## src/design/r13_pkg.sv

```systemverilog
package r13_pkg;

  localparam logic [7:0] CharZero = 8'h30;
  localparam logic [7:0] CharOne  = 8'h31;
  localparam logic [7:0] CharNine = 8'h39;
  localparam logic [7:0] CharA    = 8'h41;
  localparam logic [7:0] CharC    = 8'h43;

  localparam logic [4:0] Radix   = 5'd13;
  localparam logic [3:0] DecBase = 4'd10;

  localparam logic [1:0] KindAdd = 2'd0;
  localparam logic [1:0] KindSub = 2'd1;

  localparam logic [1:0] OrderLess    = 2'd0;
  localparam logic [1:0] OrderEqual   = 2'd1;
  localparam logic [1:0] OrderGreater = 2'd2;

  typedef struct packed {
    logic       bad;
    logic       neg;
    logic [1:0] ord;
    logic [6:0] len;
    logic       fin;
    logic [7:0] digit;
  } result_t;

  function automatic logic is_digit(input logic [7:0] c);
    is_digit = (c inside {[CharZero:CharNine]}) || (c inside {[CharA:CharC]});
  endfunction

  function automatic logic [3:0] digit_val(input logic [7:0] c);
    logic [7:0] v;
    if (c inside {[CharZero:CharNine]}) begin
      v = c - CharZero;
    end else if (c inside {[CharA:CharC]}) begin
      v = c - CharA + {4'd0, DecBase};
    end else begin
      v = 8'd0;
    end
    digit_val = v[3:0];
  endfunction

  function automatic logic [7:0] digit_char(input logic [3:0] v);
    if (v < DecBase) begin
      digit_char = CharZero + {4'd0, v};
    end else begin
      digit_char = CharA + {4'd0, v - DecBase};
    end
  endfunction

endpackage

```

## src/design/r13_step.sv

```systemverilog
module r13_step #(
  parameter int MAX_DIGITS = 64,
  parameter int PW         = 7
) (
  input  logic              clk,
  input  logic              rst_n,
  input  logic              fire,
  input  logic [1:0]        kind,
  input  logic [7:0]        digit_a,
  input  logic [7:0]        digit_b,
  input  logic              last_pair,
  output r13_pkg::result_t  res0,
  output r13_pkg::result_t  res1,
  output logic              two_res
);
  import r13_pkg::*;

  logic          carry_r, carry_nxt;
  logic [PW-1:0] pos_r, pos_nxt;
  logic [PW-1:0] lnz_r, lnz_nxt;
  logic [1:0]    ord_r, ord_nxt;
  logic          bad_r, bad_nxt;

  logic [3:0]    av, bv, d;
  logic [4:0]    sum5, sub5, diff5;
  logic          extra, neg;
  logic [PW-1:0] len_w;

  always_comb begin
    av    = digit_val(digit_a);
    bv    = digit_val(digit_b);
    sum5  = {1'b0, av} + {1'b0, bv} + {4'd0, carry_r};
    sub5  = {1'b0, bv} + {4'd0, carry_r};
    diff5 = 5'd0;
    carry_nxt = carry_r;
    d = 4'd0;
    if (av > bv) begin
      ord_nxt = OrderGreater;
    end else if (av < bv) begin
      ord_nxt = OrderLess;
    end else begin
      ord_nxt = ord_r;
    end
    case (kind)
      KindAdd: begin
        if (sum5 >= Radix) begin
          carry_nxt = 1'b1;
          diff5     = sum5 - Radix;
        end else begin
          carry_nxt = 1'b0;
          diff5     = sum5;
        end
        d = diff5[3:0];
      end
      KindSub: begin
        if ({1'b0, av} < sub5) begin
          carry_nxt = 1'b1;
          diff5     = {1'b0, av} + Radix - sub5;
        end else begin
          carry_nxt = 1'b0;
          diff5     = {1'b0, av} - sub5;
        end
        d = diff5[3:0];
      end
      default: begin
        carry_nxt = carry_r;
        d         = 4'd0;
      end
    endcase
    bad_nxt = bad_r | ~is_digit(digit_a) | ~is_digit(digit_b);
    lnz_nxt = (d != 4'd0) ? pos_r + PW'(1) : lnz_r;
    pos_nxt = (pos_r < PW'(MAX_DIGITS)) ? pos_r + PW'(1) : pos_r;
    extra   = (kind == KindAdd) && carry_nxt;
    neg     = (kind == KindSub) && (ord_nxt == OrderLess);
    len_w   = extra ? pos_r + PW'(2) : lnz_nxt;
    if (len_w == '0) begin
      len_w = PW'(1);
    end
    if (neg) begin
      len_w = '0;
    end
    two_res = last_pair && extra;

    res0       = '0;
    res0.digit = digit_char(d);
    res1       = '0;
    res1.digit = CharOne;
    res1.fin   = 1'b1;
    res1.len   = 7'(len_w);
    res1.ord   = ord_nxt;
    res1.neg   = neg;
    res1.bad   = bad_nxt;
    if (last_pair && !extra) begin
      res0.fin = 1'b1;
      res0.len = 7'(len_w);
      res0.ord = ord_nxt;
      res0.neg = neg;
      res0.bad = bad_nxt;
    end
  end

  always_ff @(posedge clk) begin
    if (!rst_n) begin
      carry_r <= 1'b0;
      pos_r   <= '0;
      lnz_r   <= '0;
      ord_r   <= OrderEqual;
      bad_r   <= 1'b0;
    end else if (fire) begin
      if (last_pair) begin
        carry_r <= 1'b0;
        pos_r   <= '0;
        lnz_r   <= '0;
        ord_r   <= OrderEqual;
        bad_r   <= 1'b0;
      end else begin
        carry_r <= carry_nxt;
        pos_r   <= pos_nxt;
        lnz_r   <= lnz_nxt;
        ord_r   <= ord_nxt;
        bad_r   <= bad_nxt;
      end
    end
  end

endmodule

```

## src/design/radix13_digit_serial_addsub_compare_top.sv

```systemverilog
// Channel  Dir  Payload                                              Marker
// in_      in   tdata: digit_a, digit_b; tuser: kind                 tlast = last_pair
// out_     out  tdata: result_digit, result_length, order, negative, tlast = final_res
//               bad_digit
//
// One item a cycle: an input register feeds the digit unit, which writes
// one or two results into a four-entry output queue in the same cycle.
// An accepted item passes through the input register and then the output queue before its result is shown.
// The unit stalls while the queue has fewer than two free entries.
// Synchronous active-low reset clears carry, counters, order and the queue.
module radix13_digit_serial_addsub_compare_top #(
  parameter int MAX_DIGITS = 64
) (
  input  logic        clk,
  input  logic        rst_n,
  input  logic        in_tvalid,
  output logic        in_tready,
  input  logic [15:0] in_tdata,   // digit_a[7:0], digit_b[15:8]
  input  logic [1:0]  in_tuser,   // kind[1:0]
  input  logic        in_tlast,
  output logic        out_tvalid,
  input  logic        out_tready,
  output logic [23:0] out_tdata,  // result_digit[7:0], result_length[14:8],
                                  // order[16:15], negative[17], bad_digit[18]
  output logic        out_tlast
);
  import r13_pkg::*;

  localparam int PW        = $clog2(MAX_DIGITS + 3);
  localparam int FifoDepth = 4;
  localparam int FAW       = $clog2(FifoDepth);
  localparam int FCW       = $clog2(FifoDepth + 1);

  logic           in_valid_r;
  logic [1:0]     kind_r;
  logic [7:0]     a_r, b_r;
  logic           last_r;
  logic           proc;
  logic           pop;

  result_t        res0, res1, head;
  logic           two_res;

  result_t        mem [FifoDepth];
  logic [FAW-1:0] wr_ptr_r, rd_ptr_r;
  logic [FCW-1:0] count_r, count_nxt;

  assign proc      = in_valid_r && (count_r <= FCW'(FifoDepth - 2));
  assign in_tready = !in_valid_r || proc;
  assign pop       = out_tvalid && out_tready;

  always_ff @(posedge clk) begin
    if (!rst_n) begin
      in_valid_r <= 1'b0;
    end else if (in_tready) begin
      in_valid_r <= in_tvalid;
    end
  end

  always_ff @(posedge clk) begin
    if (in_tready && in_tvalid) begin
      kind_r <= in_tuser;
      a_r    <= in_tdata[7:0];
      b_r    <= in_tdata[15:8];
      last_r <= in_tlast;
    end
  end

  r13_step #(
    .MAX_DIGITS (MAX_DIGITS),
    .PW         (PW)
  ) u_step (
    .clk       (clk),
    .rst_n     (rst_n),
    .fire      (proc),
    .kind      (kind_r),
    .digit_a   (a_r),
    .digit_b   (b_r),
    .last_pair (last_r),
    .res0      (res0),
    .res1      (res1),
    .two_res   (two_res)
  );

  always_comb begin
    count_nxt = count_r;
    if (proc) begin
      count_nxt = count_nxt + (two_res ? FCW'(2) : FCW'(1));
    end
    if (pop) begin
      count_nxt = count_nxt - FCW'(1);
    end
  end

  always_ff @(posedge clk) begin
    if (!rst_n) begin
      wr_ptr_r <= '0;
      rd_ptr_r <= '0;
      count_r  <= '0;
    end else begin
      count_r <= count_nxt;
      if (proc) begin
        wr_ptr_r <= wr_ptr_r + (two_res ? FAW'(2) : FAW'(1));
      end
      if (pop) begin
        rd_ptr_r <= rd_ptr_r + FAW'(1);
      end
    end
  end

  always_ff @(posedge clk) begin
    if (proc) begin
      mem[wr_ptr_r] <= res0;
      if (two_res) begin
        mem[wr_ptr_r + FAW'(1)] <= res1;
      end
    end
  end

  assign head       = mem[rd_ptr_r];
  assign out_tvalid = (count_r != '0);
  assign out_tdata  = {5'd0, head.bad, head.neg, head.ord, head.len, head.digit};
  assign out_tlast  = head.fin;

`ifndef SYNTH
  a_count_bound: assert property (@(posedge clk) disable iff (!rst_n)
    count_r <= FCW'(FifoDepth))
    else $error("output queue overfilled");

  a_room_on_proc: assert property (@(posedge clk) disable iff (!rst_n)
    proc |-> (count_r <= FCW'(FifoDepth - 2)))
    else $error("item processed without room for two results");

  a_neg_len: assert property (@(posedge clk) disable iff (!rst_n)
    (out_tvalid && out_tdata[17]) |-> (out_tdata[14:8] == 7'd0))
    else $error("negative result with nonzero length");

  a_nonfinal_clear: assert property (@(posedge clk) disable iff (!rst_n)
    (out_tvalid && !out_tlast) |-> (out_tdata[18:8] == 11'd0))
    else $error("summary fields set on a non-final item");
`endif

endmodule

```

## config.mk

```make
export PLATFORM = sky130hd
export DESIGN_NAME = radix13_digit_serial_addsub_compare_top
export DESIGN_NICKNAME = d
export VERILOG_FILES = /design/src/design/r13_pkg.sv /design/src/design/r13_step.sv /design/src/design/radix13_digit_serial_addsub_compare_top.sv
export SDC_FILE = /design/constraint.sdc
export NUM_CORES = 1
export LEC_CHECK = 0
export ABC_AREA = 1
export BUFFER_PORTS_ARGS = -buffer_cell sky130_fd_sc_hd__buf_2
export CORE_MARGIN = 2
export CORE_UTILIZATION = 39
export DETAILED_ROUTE_END_ITERATION = 6
export GPL_TIMING_DRIVEN = 1
export PLACE_DENSITY_LB_ADDON = 0.05
export RECOVER_POWER = 50
export SLEW_MARGIN = 20
export SYNTH_ARGS = -nofsm -noshare
export SYNTH_HDL_FRONTEND = slang
export SYNTH_SLANG_ARGS = --single-unit
export TNS_END_PERCENT = 1
```

## constraint.sdc

```tcl
create_clock -name clk -period 4.45 [get_ports clk]
set_clock_uncertainty 0.05 [all_clocks]
set_input_delay 0.6675 -clock clk [delete_from_list [all_inputs] [get_ports clk]]
set_output_delay 0.6675 -clock clk [all_outputs]
set_load 0.005 [all_outputs]
```

=== Word-level counts from Yosys, hierarchy flattened ===
Memories as Yosys holds them, arrays and structs flattened. A register that Yosys moved wholly into a read port is not among the register bits.
Index checks and enable logic that the tools add are counted.

* Register bits: 45
* Memory bits (writable): 80
* Bits of input ports: 23
* Output and inout bits: 27
* Word-level logic and storage cells: 115
* Memories: 1

* Add/subtract/negate cells: 23
* $lt $le $gt $ge: 15
* Equality and inequality tests: 1
* Mux-type cells: 35
* Bitwise operators: 4
* Reductions and logical operators: 23

{| class="wikitable"
|+ Memories
! memory !! depth !! width !! read ports !! clocked after Yosys merged registers in !! write ports !! line !! RTL
|-
| mem || 4 || 20 || 1 || 1 || 2 || radix13_digit_serial_addsub_compare_top.sv:44 || <nowiki>result_t mem [FifoDepth];</nowiki>
|}

{| class="wikitable"
|+ Operators by type and width
! kind !! count
|-
| two-way mux 7 bit || 7
|-
| two-way mux 4 bit || 6
|-
| >= comparator 8 x 6 -> 1 bit (second input constant) || 2
|-
| >= comparator 8 x 7 -> 1 bit (second input constant) || 2
|-
| less-or-equal comparator 8 x 6 -> 1 bit (second input constant) || 2
|-
| less-or-equal comparator 8 x 7 -> 1 bit (second input constant) || 2
|-
| subtractor 4 x 1 -> 4 bit (second input constant) || 4
|-
| two-way mux 2 bit || 7
|-
| adder 4 bit (second input constant) || 3
|-
| two-way mux 12 bit || 1
|-
| logical AND 1 bit || 11
|-
| two-way mux 1 bit || 9
|-
| adder 7 x 4 -> 8 bit (first input constant) || 1
|-
| two-way mux 8 bit || 1
|-
| one-hot mux 4 bit (2 select lines) || 1
|-
| subtractor 4 bit || 2
|-
| subtractor 4 bit (second input constant) || 2
|-
| adder 6 x 4 -> 7 bit (first input constant) || 1
|-
| adder 7 x 1 -> 7 bit (second input constant) || 1
|-
| adder 7 x 2 -> 7 bit (second input constant) || 1
|-
| zero test 7 bit || 1
|-
| less-than comparator 7 bit (second input constant) || 1
|-
| two-way mux 3 bit || 2
|-
| adder 4 x 1 -> 5 bit || 1
|-
| other kinds (23) || 30
|}

=== Longest topological paths before layout ===
Gate-level depths: netlist of the first run.

* Depth after elaboration: 16
* Depth in mapped cells: 34
* Mapped depth without buffers: 34

=== Cells and area by module ===
Synthesis of the first run repeated with hierarchy kept, for this count alone.

* Cells, all modules: 921
* Area, all modules: 7681.1 sq um

{| class="wikitable"
|+ By module, submodules not included
! module !! instances !! cells an instance !! area an instance (sq um) !! sequential area each (sq um)
|-
| radix13_digit_serial_addsub_compare_top || 1 || 501 || 5088.6 || 3173.0
|-
| r13_step || 1 || 420 || 2592.5 || 360.3
|}

=== Worst setup path before layout of the first run ===
No wires, ideal clock.

* Kind: register to register
* Start: register a_r[0]
* End: register count_r[1]
* Setup time: 70 ps
* Arrival: 4517 ps
* Setup slack: -186 ps
* Stages on the path, launching flop included: 29
* Buffers on the path: 0
* Clock period less this slack: 4636 ps
* Cell sequence: edfxtp_1 inv_1 ha_1 a2111oi_0 or2_2 o21ai_0 inv_1 fa_1 inv_1 fa_1 ha_1 nand3_1 nand2_1 nand2_2 nand2_2 inv_2 nor2_8 inv_4 nor2_4 inv_2 ha_1 inv_1 fa_1 nand2_1 o21ai_0 ha_1 nand2_1 nand2_1 a21oi_1

* Longest elaborated chain between the ends: 16

{| class="wikitable"
|+ RTL lines
! item !! line !! RTL
|-
| from (decl) || radix13_digit_serial_addsub_compare_top.sv:36 || <nowiki>logic [7:0] a_r, b_r;</nowiki>
|-
| from (signal assigned) || radix13_digit_serial_addsub_compare_top.sv:63 || <nowiki>a_r <= in_tdata[7:0];</nowiki>
|-
| subtractor 4 x 1 -> 4 bit (tied with other cells) || r13_pkg.sv:37 || <nowiki>v = c - CharA + {4'd0, DecBase};</nowiki>
|-
| adder 4 bit / logical AND 1 bit (equally long branches) || r13_pkg.sv:37, r13_pkg.sv:36 ||
|-
| two-way mux 4 bit || r13_pkg.sv:36 || <nowiki>end else if (c inside {[CharA:CharC]}) begin</nowiki>
|-
| two-way mux 4 bit * || r13_pkg.sv:34 || <nowiki>if (c inside {[CharZero:CharNine]}) begin</nowiki>
|-
| adder 4 x 4 -> 5 bit || r13_step.sv:32 || <nowiki>sum5 = {1'b0, av} + {1'b0, bv} + {4'd0, carry_r};</nowiki>
|-
| adder 5 x 1 -> 5 bit || r13_step.sv:32 ||
|-
| >= comparator 5 x 4 -> 1 bit || r13_step.sv:46 || <nowiki>if (sum5 >= Radix) begin</nowiki>
|-
| two-way mux 1 bit || r13_step.sv:46 ||
|-
| one-hot mux 1 bit (2 select lines) * || r13_step.sv:44 || <nowiki>case (kind)</nowiki>
|-
| logical AND 1 bit * || r13_step.sv:73 || <nowiki>extra = (kind == KindAdd) && carry_nxt;</nowiki>
|-
| logical AND 1 bit * || r13_step.sv:82 || <nowiki>two_res = last_pair && extra;</nowiki>
|-
| two-way mux 2 bit * || radix13_digit_serial_addsub_compare_top.sv:88 || <nowiki>count_nxt = count_nxt + (two_res ? FCW'(2) : FCW'(1));</nowiki>
|-
| adder 3 x 2 -> 3 bit * || radix13_digit_serial_addsub_compare_top.sv:88 ||
|-
| two-way mux 3 bit * || radix13_digit_serial_addsub_compare_top.sv:87 || <nowiki>if (proc) begin</nowiki>
|-
| subtractor 3 x 1 -> 3 bit || radix13_digit_serial_addsub_compare_top.sv:91 || <nowiki>count_nxt = count_nxt - FCW'(1);</nowiki>
|-
| two-way mux 3 bit * || radix13_digit_serial_addsub_compare_top.sv:90 || <nowiki>if (pop) begin</nowiki>
|-
| to (signal assigned) || radix13_digit_serial_addsub_compare_top.sv:101 || <nowiki>count_r <= count_nxt;</nowiki>
|-
| to (decl) || radix13_digit_serial_addsub_compare_top.sv:46 || <nowiki>logic [FCW-1:0] count_r, count_nxt;</nowiki>
|}

Mark *: on every way between the ends. The rest lies on a longest branch, timed or not.
A chain may end at the register's enable or synchronous reset.

==> results list, run 1 <==
- The flow ran to the end, but the final reports show violations.
- Violations in the final reports: capacitance limit, slew limit, setup timing
- For this run, the slowest stage of the critical path takes 0.55 ns.
- Main area contributors after synthesis: sky130_fd_sc_hd__edfxtp_1, sky130_fd_sc_hd__dfxtp_1, sky130_fd_sc_hd__nand2_1, sky130_fd_sc_hd__ha_1, sky130_fd_sc_hd__nor2_1
* Worst IR Drop VDD: 0.267 mV
* Antenna Violating Nets Remaining: 0
- TritonCTS clock tree: yes
* GRT overflow: 0
* Clock slew seen by the registers of the worst setup and hold paths: ~0.06 ns
- The worst setup path is launched from a register.
- For the finished layout, the period the worst path requires is 4.47 ns.
* Std cell rows: 47
- Clock tree synthesis selected as its root buffer the cell sky130_fd_sc_hd__clkbuf_16.
- Post-synthesis simple-gate area fraction: 0.234
- Counting flops and latches in the post-synthesis netlist gives 123.
- DRT iter0 DRCs: between 300 and 400
* Mux cell area share after synthesis: 0
- Largest net degree at the start of global routing: 40
- Max-cap violations in this run came to 1.
* Clock buffers created by TritonCTS: 17
- The number of antenna violations at the first check in global routing is 0.
- After filler insertion, the fill cell instance count of the layout stands at 1650.
* Routed vias: 5637
- The worst setup path is captured at a register.
- Setup repair after global routing could not meet its margin everywhere.
* Share of final-layout standard cells stronger than drive strength 1: 0.231
* Initial core utilization: 0.402
- Power per cell area: 449 nW/um^2
- Area inside the core boundary: 16700 um^2
- GRT Overall Usage: 0.192
- Library cell with the largest summed area after synthesis: sky130_fd_sc_hd__edfxtp_1
- Family of cells with the greatest summed delay on the critical path: simple AND/OR/NAND/NOR gates
* WP data required: 4.68 ns
* Leakage: 3.49 nW
* Height of the die: 135 um
- Max frequency: 0.224 GHz
- For this block, the routed nets add up to 17000 um of wire.
- By count the netlist is led by sky130_fd_sc_hd__nand2_1, sky130_fd_sc_hd__nor2_1, sky130_fd_sc_hd__inv_1.
* Detailed-routing iteration count for the pre-antenna-repair pass: 4
- After synthesis, the largest family of logic cells by area is simple AND/OR/NAND/NOR gates.
- Xor and xnor area share after synthesis: 0.0220
- Synthesized instance count: ~800
* Setup violators final: 5
- For this run, design rule violations remaining after detail routing come to 0.
- After synthesis, the mean cell area works out to 8.38 um^2.
- Placer's final routability congestion estimate: about 0.85
* Post-synth ARST share: 0
- The clock passes through at most 2 buffers.
- In this run the tightest slew margin relative to its limit is -0.0353.
- Antenna diode count: 0
* Compound-cell area share of the yosys netlist: 0.127
- In the routed layout, each cell is associated on average with a via count of 4.98.
- Power comes to 0.00372 W.
* Area taken by multi-input logic gates: approximately 3300 um^2
* Reg-to-reg slack, setup: -0.02 ns
* Layout-stage area growth over the synthesis result: 23.4%
- Post-Synth Adder-Cell Area: 0.0801
* Total Die Area: around 18000 um^2
- Endpoint arrival time on the critical path: about 4.7 ns
- Final-layout worst hold slack: ~0.37 ns
- After layout, the worst setup slack is -0.0235 ns.
- The clock reaches the later pin of the worst-skew pair after 0.42 ns.
* Post-DP HPWL: 11800 um
- The number of slew-limit violations in the final report is 20.
- Input and output buffers added on the ports amount to 43.
- After synthesis the cells add up to 6720 um^2.
- At the pin with the least slew margin, the transition time is 1.55 ns.
- Sequential cell area: around 3100 um^2
- Boundary pin count: 50
- Average routed wire per standard cell: 15.0 um
* Class of the worst hold path: in -> reg
* Dominant synthesized flop cell: sky130_fd_sc_hd__edfxtp_1
- The worst setup path is of the reg -> reg kind.
- The first global-routing pass estimated 27300 um of wire.
- The Yosys step of the flow raised 0 warnings.
* Fin crit share: 1.01
* Cell with the biggest individual delay on the critical path: sky130_fd_sc_hd__fa_2
- H-Tree Level Count: 4
- The via count of the first global-routing pass came to 5430.
* Area share of the largest cell type after synthesis: 0.282
* Portion of the post-synthesis area used by sequential elements: 0.460
* Final Hold Violating Endpoints: 0
- Counting every sink on the clock net gives around 120.
* Number of enable flip-flop cells after synthesis: 63
* Synth cell types: 54
* Buffers & Inverters on Critical Path: 5
* Most repeated cell in the gate-level netlist after synthesis: sky130_fd_sc_hd__nand2_1
* Critical path's most frequent cell: sky130_fd_sc_hd__nand2_2
- Maximum net fanout on the critical path: 8
- At the end of the flow, the number of nets in the layout was between 900 and 1000.
- Width of the die: 135 um
[sequential cells by signal, summed over array words and instances (netlist names), named ones only]
signal          count
kind_r              2
in_valid_r          1
u_step.pos_r        7
mem                76
last_r              1
u_step.ord_r        2
u_step.lnz_r        7
count_r             3
u_step.bad_r        1
wr_ptr_r            2
rd_ptr_r            2
u_step.carry_r      1
b_r                 8
a_r                 8
[layout by cell type (no fill, tap or decap), types with 20 or more instances in the layout]
cell type                  netlist  final
sky130_fd_sc_hd__inv_2          14     20
sky130_fd_sc_hd__o21ai_0        56     47
sky130_fd_sc_hd__o22ai_1        24     23
sky130_fd_sc_hd__edfxtp_1       63     63
sky130_fd_sc_hd__nand2_1       146    140
sky130_fd_sc_hd__a21oi_1        38     36
sky130_fd_sc_hd__nor2_1        112    107
sky130_fd_sc_hd__inv_1          80     73
sky130_fd_sc_hd__buf_2           4     24
sky130_fd_sc_hd__dfxtp_1        60     60
sky130_fd_sc_hd__buf_4           6     51
sky130_fd_sc_hd__ha_1           35     29
sky130_fd_sc_hd__nand3_1        43     38
[power breakdown]
group	total [W]	leakage (nW)	internal [W]	switching, W
sequential	0.00143	1.03	0.00135	0.0000819
combinational	0.000999	2.19	0.000385	0.000614
clock	0.00129	0.271	0.000764	0.000527
total	0.00372	3.49	0.00250	0.00122
[metal layers]
metal	wire [um]	vias to the layer above	share of wire	GRT usage
met2	8410	101	0.50	0.338
met5	0	-	0	0
met3	529	16	0.031	0.0318
met4	221	0	0.013	0.0613
li1	-	2856	-	-
met1	7820	2664	0.46	0.240
[through the flow]
stage | worst slack [ns] | instance area (um^2) | setup TNS, ns | utilization | std cells
CTS | -0.00164 | 8140 | -0.00164 | 0.487 | 1123
global route | -0.410 | 8290 | -10.26 | 0.497 | 1132
finish | -0.0235 | 8290 | -0.0600 | 0.497 | 1132
global placement | 0.0251 | 7460 | 0 | 0.447 | 1085
detailed placement | -0.116 | 7460 | -0.939 | 0.447 | 1085
floorplan | 0.0209 | 6750 | 0 | - | 807
[timing repair]
action                                 CTS  global route
setup endpoints to repair               25            58
resized for setup                       22            39
buffers inserted                         7             9
cloned                                   0             0
hold buffers                             0             0
endpoints found under the hold margin    0             0
pin swaps                               11            26
[area by class of cell]
cell class	instances	share of cell area
Multi-Input combinational cell	561	0.401
Sequential cell	123	0.373
Timing Repair Buffer	101	0.0824
Clock buffer	17	0.0513
Inverter	96	0.0444
Tap cell	220	0.0332
Clock inverter	14	0.0148
[cells by family after synthesis]
kind of cell / Yosys count
xor gates and xnor gates: 16
and+or+nand+nor: 349
adders and majority gates: 40
buffers and inverters: 123
other: 1
DFF: 123
AOI/OAI and AO/OA: 150
[worst paths after layout]
check / startpoint / end / depth (start not counted)
setup / recovery: a_r[5] / mem[2][9] / 29
hold / removal: in_tdata[15] / b_r[7] / 1
setup reg to reg: a_r[5] / mem[2][9] / 29
hold reg to reg: mem[0][5] / mem[0][5] / 2
Power figures use the tool's default switching activity.
==> run 2, diff against run 1 <==
--- a/config.mk
+++ b/config.mk
@@ -6,10 +6,10 @@
 export NUM_CORES = 1
 export LEC_CHECK = 0
 export ABC_AREA = 1
-export BUFFER_PORTS_ARGS = -buffer_cell sky130_fd_sc_hd__buf_2
 export CORE_MARGIN = 2
-export CORE_UTILIZATION = 39
+export CORE_UTILIZATION = 25
 export DETAILED_ROUTE_END_ITERATION = 6
+export DONT_BUFFER_PORTS = 1
 export GPL_TIMING_DRIVEN = 1
 export PLACE_DENSITY_LB_ADDON = 0.05
 export RECOVER_POWER = 50
==> run 2 against run 1 <==
Against the previous run: the run ends with capacitance limit, slew limit left; critical path depth stayed put; die area is 54% higher; clock power is 9% higher; via count is 2.1% lower; sequential power hardly changed; worst setup slack better by 0.027 ns; cell count is 9.0% higher; critical path type unchanged; routed wire length is 13% higher; worst hold slack worse by 0.10 ns; global-route usage is 5.2 points lower.
==> results list, run 2 (synthesis results as in run 1) <==
- Worst-Skew Late Latency: 0.42 ns (about the same)
- The total routing usage reported by global routing was 0.140 (-0.0521).
- Count of placed standard cells including taps: 1191 (+9.8%)
- The horizontal die dimension is 168 um (+24%).
- The number of nets in the layout is 943 (-2.1%).
- Critical path's most frequent cell: sky130_fd_sc_hd__inv_2
- The total of hold buffers inserted after clock tree synthesis came to 0 (unchanged).
- GRT overflow: 0 (unchanged)
* Source of the worst register-to-register timing path: a_r[1]
- The count of maximum capacitance violations was 1 (unchanged).
- The routed length per instance is 15.5 um (+3.3%).
- Slew HR: -0.165 (-0.130)
- The DRC violation total after the first TritonRoute iteration was 220 (-41%).
* Detailed-routing iteration count for the pre-antenna-repair pass: 4 (unchanged)
* Worst stage delay on the critical path: 0.57 ns (+0.02 ns)
- TritonCTS clock tree: yes
- In this run the critical register-to-register path is captured at mem[0][9].
* H-Tree Level Count: 4 (unchanged)
* Post-DP HPWL: 13400 um (+14%)
- Kind of end point of the critical path: register
* Number of vias per cell: 4.47 (-10%)
- Largest register FFs: 76 (unchanged)
* Leading registers by flop count: mem (76), a_r (8), b_r (8)
- Register ranked first by flip-flop count: mem
* Number of cells traversed by the worst register-to-register path: 29 (unchanged)
- The routability congestion estimate from global placement is 0.752 (-11%).
- The number of primary I/O pins is 50 (unchanged).
* Worst setup path end: mem[0][9]
- The fraction of final layout cells sized beyond drive strength 1 is 0.237 (+0.00604).
- Height of the die: 168 um (+24%)
* Fin util: 0.318 (-0.179)
* Std cell rows: 60 (+28%)
- The minimum period implied by the final worst setup slack was 4.45 ns (-0.0265 ns).
- Routed WL: 19100 um (+13%)
* Setup violators final: 0 (-5)
- The worst supply voltage drop on vdd is 0.213 mV (-20%).
- Routed vias: 5521 (-2.1%)
* Antenna diode count: 0 (unchanged)
* Run status: finished, violations left
- The maximum clock rate is 0.225 GHz (+0.60%).
* Class of the worst hold path: in -> reg
- The total net switching power was 0.00132 W (+8.0%).
- Maximum buffer depth of the clock tree: 2 (unchanged)
- The worst-path maximum fanout came to 8 (unchanged).
- Max-slew violations: 20 (unchanged)
* Switching Fraction: 0.342 (+0.0141)
- Initial core utilization: 0.252 (-0.150)
* Total number of clock tree sinks: 123 (unchanged)
- The via count of the first global-routing pass was 5713 (+5.2%).
- Endpoint arrival time on the critical path: 4.56 ns (-0.14 ns)
* Area inside the core boundary: 26700 um^2 (+60%)
* Reg-to-reg slack, setup: 0.003 ns (+0.03 ns)
* Non-filler instance count after layout: 1234 (+9.0%)
- Setup repair after global routing could not meet its margin everywhere.
- Clock buffers created by TritonCTS: 17 (unchanged)
- The portion of total power attributed to the clock network is 0.364 (+0.017).
- STA classifies the critical path startpoint as a register.
- Category of the critical setup timing path: reg -> reg
* WP data required: 4.56 ns (-0.12 ns)
* First-pass GRT wire length: 30500 um (+12%)
* Most frequent standard cell in the layout excluding fill and tap cells: sky130_fd_sc_hd__nand2_1
- Clock slew seen by the registers of the worst setup and hold paths: 0.06 ns (about the same)
* Layout-stage area growth over the synthesis result: 26.1%
- The area of the die came to 28200 um^2 (+54%).
* Power per cell area: 455 nW/um^2 (+1.3%)
- Library cell used as clock root buffer: sky130_fd_sc_hd__clkbuf_16
- The internal power came to 0.00254 W (+1.4%).
- Initial antenna violation count: 0 (unchanged)
* Violations in the final reports: capacitance limit, slew limit
- The portion of total power attributed to combinational logic came to 0.265 (-0.003).
- The portion of the clock cycle consumed by the worst path in the final layout came to 0.999 (-0.00596).
- The number of port buffers was 0 (-100%).
- The slowest stage of the critical path is the sky130_fd_sc_hd__fa_2 cell.
- Slew @ Worst Pin: 1.75 ns (+0.195 ns)
- The top cell types in the final layout, fill and taps aside, are sky130_fd_sc_hd__nand2_1, sky130_fd_sc_hd__nor2_1, sky130_fd_sc_hd__buf_4.
* DRC violation count after routing: 0 (unchanged)
- The number of hold-slack violations in the final timing report is 0 (unchanged).
* Leakage: 3.50 nW (+0.22%)
- Tracing the worst setup path back leads to its startpoint at a_r[1].
- Share of total power in sequential cells: 0.371 (-0.014)
- The largest net degree at the start of global routing is 39 (-2.5%).
* Antenna Violating Nets Remaining: 0 (unchanged)
[run 2: changes by cell type in the layout (fill, tap and decap cells not counted), sizes merged]
cell,change
clkinv,-6
inv,+7
clkbuf,-18
buf,-2
[run 2: power groups by stage]
stage                     clock network (W)  logic, W  registers (W)
after CTS                           0.00144   0.00102        0.00143
after floorplan                           0  0.000635        0.00143
after global routing                0.00148   0.00116        0.00145
after global placement                    0  0.000961        0.00145
final                               0.00140   0.00102        0.00143
after detailed placement                  0  0.000977        0.00145
[run 2: layout make-up]
cell class              instances  area [um^2]
well taps                     341          427
inverters                      96          365
clock inverters                15          151
multi-input cells             561         3360
fillers                      2811        18200
repair buffers                 81          652
clock buffers                  17          425
flip-flops and latches        123         3090
[run 2: timing repair]
action | in CTS | in global routing
pin swaps | 16 | 14
resized for setup | 31 | 33
endpoints found under the setup margin | 38 | 119
setup buffers | 7 | 4
[run 2: per-stage QoR]
| step | instance area [um^2] | TNS (ns) | power [W] | setup slack, ns | hold WS, ns |
|---|---|---|---|---|---|
| 2_1_floorplan | 6750 | 0 | 0.00207 | 0.0209 | 0.371 |
| 3_3_place_gp | 7610 | -1.05 | 0.00241 | -0.118 | 0.390 |
| 3_5_place_dp | 7610 | -4.57 | 0.00243 | -0.220 | 0.395 |
| 4_1_cts | 8340 | -0.876 | 0.00389 | -0.0742 | 0.254 |
| 5_1_grt | 8480 | -9.36 | 0.00409 | -0.282 | 0.255 |
| 6_report | 8480 | 0 | 0.00386 | 0.00301 | 0.270 |
[run 2: how the worst min path moves through the flow]
stage,startpoint,endpoint,slack (ns),cells after the start
after global placement,mem[2][8],mem[2][8],0.39,2
after global routing,rst_n,u_step.ord_r[0],0.26,1
after detailed placement,mem[1][8],mem[1][8],0.39,2
after floorplan,mem[1][5],mem[1][5],0.37,2
final,rst_n,u_step.ord_r[0],0.27,1
after CTS,rst_n,u_step.ord_r[0],0.25,1
[run 2: per-layer routing]
| metal | track usage | routed length [um] | vias up |
|---|---|---|---|
| li1 | - | - | 2813 |
| met1 | 0.160 | 8450 | 2607 |
| met2 | 0.260 | 9800 | 83 |
| met3 | 0.0282 | 546 | 18 |
| met4 | 0.0431 | 342 | 0 |
| met5 | 0 | 0 | - |
[run 2: worst max-delay path: cells and delay by family (launching register included)]
kind,cells,cell delay [ns]
AO/OA/AOI/OAI,6,0.93
adder cells (fa/ha/maj),5,1.19
buffers and inverters,6,0.41
flip-flops,1,0.40
AND/OR/NAND/NOR,12,1.21
==> run 3, diff against run 2 <==
--- a/config.mk
+++ b/config.mk
@@ -5,12 +5,12 @@
 export SDC_FILE = /design/constraint.sdc
 export NUM_CORES = 1
 export LEC_CHECK = 0
-export ABC_AREA = 1
 export CORE_MARGIN = 2
 export CORE_UTILIZATION = 25
 export DETAILED_ROUTE_END_ITERATION = 6
 export DONT_BUFFER_PORTS = 1
 export GPL_TIMING_DRIVEN = 1
+export MAX_ROUTING_LAYER = met4
 export PLACE_DENSITY_LB_ADDON = 0.05
 export RECOVER_POWER = 50
 export SLEW_MARGIN = 20
==> run 3 against run 2 <==
Against the previous run: the run ends with capacitance limit, slew limit, setup timing left; routed wire length down 0.32%; die area fell by 0.13%; synthesized cell count is 18% lower; critical endpoint is now mem[3][9].
==> results list, run 3 <==
* Fin crit share: 1.11 (+0.113)
* Maximum buffer depth of the clock tree: 2 (unchanged)
* Fin util: 0.331 (+0.0132)
- Family of cells with the greatest summed delay on the critical path: simple AND/OR/NAND/NOR gates
- Library cell used as clock root buffer: sky130_fd_sc_hd__clkbuf_16
- The number of antenna cells inserted is 0 (unchanged).
- The placed wire-length estimate came to 13900 um (+3.7%).
- DRC violation count after routing: 0 (unchanged)
- The portion of total power attributed to combinational logic came to 0.248 (-0.017).
- The summed area of non-filler cells in the final layout came to 8680 um^2 (+2.4%).
- Violations in the final reports: capacitance limit, slew limit, setup timing
- The length in cells of the worst reg-to-reg path is 21 (-28%).
* Number of enable flip-flop cells after synthesis: 63 (unchanged)
- Category of the critical setup timing path: reg -> reg
* Via count of the first global-routing pass: 5299 (-7.2%)
- Setup repair after global routing missed its margin: true
* Routed WL: 19100 um (-0.32%)
- The total of hold buffers inserted after clock tree synthesis was 0 (unchanged).
- The depth of the critical timing path with buffers and inverters included came to 21 (-28%).
- Maximum net fanout on the critical path: 6 (-2)
- Kind of end point of the critical path: register
- The total net switching power is 0.00118 W (-11%).
* Antenna Violating Nets Remaining: 0 (unchanged)
* GRT Overall Usage: 0.147 (+0.00721)
- Non-filler instance count after layout: 1108 (-10%)
* Cell with the biggest individual delay on the critical path: sky130_fd_sc_hd__or4b_4
- Std cell rows: 59 (-1.7%)
* Source of the worst register-to-register timing path: a_r[4]
- The minimum setup slack in the final design came to -0.498 ns (-0.501 ns).
- Dominant synthesized flop cell: sky130_fd_sc_hd__edfxtp_1
- The share of the synthesized area in the top cell type is 0.282 (+0.000368).
- The final global-route overflow total was 0 (unchanged).
- The part of the total power dissipated in sequential elements was 0.382 (+0.011).
- The transition time at the pin with the least slew margin is 1.88 ns (+0.135 ns).
* First-pass GRT wire length: 30400 um (-0.34%)
* FF+latch count, synth: 123 (unchanged)
- Worst setup path end: mem[3][9]
* Final critical path time including I/O delays and setup: 4.95 ns (+0.501 ns)
* Avg Cell Area, Syn: 10.2 um^2 (+22%)
* Share of final-layout standard cells stronger than drive strength 1: 0.279 (+0.0420)
- The buffer and inverter count on the worst path was 2 (-4).
- Count of placed standard cells including taps: 1074 (-9.8%)
- Final Hold Violating Endpoints: 0 (unchanged)
- The sum of negative setup slack was -14.10 ns (-14.10 ns).
- Average routed wire per standard cell: 17.2 um (+11%)
- Most frequent standard cell in the layout excluding fill and tap cells: sky130_fd_sc_hd__buf_4
* Total internal power: 0.00256 W (+0.92%)
* Net count of the finished layout: 823 (-13%)
- More flip-flops sit in one register than any other, and that register is mem.
- The placed instance area was 7950 um^2 (+4.4%).
* Library cell with the largest summed area after synthesis: sky130_fd_sc_hd__edfxtp_1
- Max-slew violations: 20 (unchanged)
* Worst stage delay on the critical path: 0.55 ns (-0.02 ns)
- The initial standard-cell utilization of the core was 0.256 (+0.00394).
* Slew HR: -0.255 (-0.0902)
* Detailed-routing iteration count for the pre-antenna-repair pass: 7 (+3)
* Highest-count cells in the layout ignoring fill and taps: sky130_fd_sc_hd__buf_4, sky130_fd_sc_hd__nor2_1, sky130_fd_sc_hd__edfxtp_1
- The via count came to 5116 (-7.3%).
- The area of the core was 26200 um^2 (-1.7%).
- TritonCTS clock tree: yes
- Most repeated cell in the gate-level netlist after synthesis: sky130_fd_sc_hd__nor2_1
- The run finished, with violations left.
- Placer's final routability congestion estimate: 0.818 (+8.7%)
* Power, Total: 0.00374 W (-3.0%)
- The total clock buffers created by CTS is 17 (unchanged).
- Synthesized instance count: 659 (-18%)
- The maximum clock rate is 0.202 GHz (-10%).
* Total number of clock tree sinks: 123 (unchanged)
- Height of the die: 168 um (about the same)
- Worst-Skew Late Latency: 0.42 ns (about the same)
- The number of setup violations in the final report is 48 (+48).
* Post-synth ARST share: 0 (unchanged)
- The count of maximum capacitance violations is 1 (unchanged).
- The data arrival time of the critical path came to 5.06 ns (+0.50 ns).
* Initial antenna violation count: 0 (unchanged)
* Main area contributors after synthesis: sky130_fd_sc_hd__edfxtp_1, sky130_fd_sc_hd__dfxtp_1, sky130_fd_sc_hd__ha_1, sky130_fd_sc_hd__mux4_2, sky130_fd_sc_hd__nor2_1
* Critical-path cell list: or4b_4, a2111oi_4, mux2_4, fa_2, inv_2, fa_1, ha_2, nor3b_2, and4b_1, nor2_2, o21ai_2, mux2i_2, xnor2_2, nor2_1, inv_1, ha_4, nand4_1, mux2i_2, nor3b_2, a41oi_2, nor2_1
- Clock slew seen by the registers of the worst setup and hold paths: 0.06 ns (about the same)
* Port Buffers: 0 (unchanged)
* Layout-stage area growth over the synthesis result: 29.4%
- Post-Synthesis Cell Area: 6710 um^2 (-0.13%)
- Synth cell types: 68 (+26%)
- Element type at the critical path start: register
- The flip-flop count of the largest register, all copies and words added was 76 (unchanged).
* WP data required: 4.56 ns (about the same)
- The switching part of the total power came to 0.316 (-0.0267).
- Most instantiated cells after synthesis: sky130_fd_sc_hd__nor2_1, sky130_fd_sc_hd__edfxtp_1, sky130_fd_sc_hd__dfxtp_1, sky130_fd_sc_hd__nand2_1, sky130_fd_sc_hd__o21ai_0
- FF-to-FF End: mem[3][9]
- The number of primary I/O pins came to 50 (unchanged).
- The critical path starts at a_r[4].
- Leakage: 3.23 nW (-7.7%)
* Reg-to-reg slack, setup: -0.50 ns (-0.50 ns)
- In this run the worst hold path is classified as in -> reg.
- Width of the die: 168 um (about the same)
- In the final layout, the registers with the most flip-flops are mem (76), a_r (8), b_r (8).
* Portion of the post-synthesis area used by sequential elements: 0.461 (+0.000601)
* Worst IR Drop VDD: 0.211 mV (-0.84%)
- The number of H-tree levels came to 4 (unchanged).
* Number of vias per cell: 4.62 (+3.2%)
* Largest net degree at the start of global routing: 28 (-28%)
- Warnings from Yosys: 0 (unchanged)
- The portion of total power attributed to the clock network is 0.370 (+0.006).
- Total Die Area: 28200 um^2 (-0.13%)
- The total power density per cell area was 431 nW/um^2 (-5.3%).
* DRT iter0 DRCs: 272 (+24%)
-- run 3: changes by cell type after synthesis, sizes merged, moves of 10 or more --
cell / delta
nand2: -95
inv: -59
nor2: -37
nand3: -23
o22ai: -23
o21ai: -22
nor2b: +20
mux4: +19
a21oi: -17
and2: +15
xnor2: +14
a22oi: +10
-- run 3: cells by family after synthesis --
logic type,count (synthesis),share of synthesized area
multiplexers,28,0.0783
adder cells (fa/ha/maj),40,0.0802
flip-flops,123,0.461
buffers and inverters,67,0.0416
AO/OA/AOI/OAI,124,0.123
other,1,0.000559
AND/OR/NAND/NOR,252,0.184
XOR/XNOR,24,0.0313
-- run 3: power by group through the flow --
stage	combinational (W)	clock, W	sequential, W
CTS	0.000933	0.00142	0.00143
global route	0.00103	0.00147	0.00145
global placement	0.000905	0	0.00145
detailed placement	0.000910	0	0.00145
finish	0.000927	0.00138	0.00143
floorplan	0.000606	0	0.00142
-- run 3: routing by layer --
layer | GRT usage | wire length [um]
met5 | - | 0
met4 | 0.0325 | 145
met3 | 0.0284 | 528
met2 | 0.230 | 8820
met1 | 0.198 | 9580
-- run 3: how the worst min path moves through the flow --
stage	start	to	slack [ns]	cells after the start
after floorplan	mem[1][8]	mem[1][8]	0.37	2
after CTS	rst_n	u_step.ord_r[0]	0.25	1
after detailed placement	mem[0][6]	mem[0][6]	0.38	2
after global placement	mem[0][8]	mem[0][8]	0.38	2
final	rst_n	u_step.ord_r[0]	0.27	1
after global routing	rst_n	u_step.ord_r[0]	0.25	1
-- run 3: cell type report --
type | instances | area, um^2
Tap cell | 335 | 419
Inverter | 36 | 140
Clock buffer | 19 | 464
Timing Repair Buffer | 108 | 857
Clock inverter | 13 | 118
Fill cell | 2664 | 17500
Sequential cell | 123 | 3090
Multi-Input combinational cell | 474 | 3590
-- run 3: repair_timing --
action	in CTS	in global routing
pin swaps	9	3
hold endpoints to repair	0	0
resized for setup	17	17
setup buffers	1	1
endpoints found under the setup margin	57	98
gates cloned	0	0
-- run 3: stage by stage --
stage | hold WS, ns | setup WS [ns]
detailed placement | 0.384 | -0.531
global route | 0.247 | -0.816
CTS | 0.248 | -0.470
floorplan | 0.368 | -0.510
finish | 0.272 | -0.498
global placement | 0.380 | -0.456
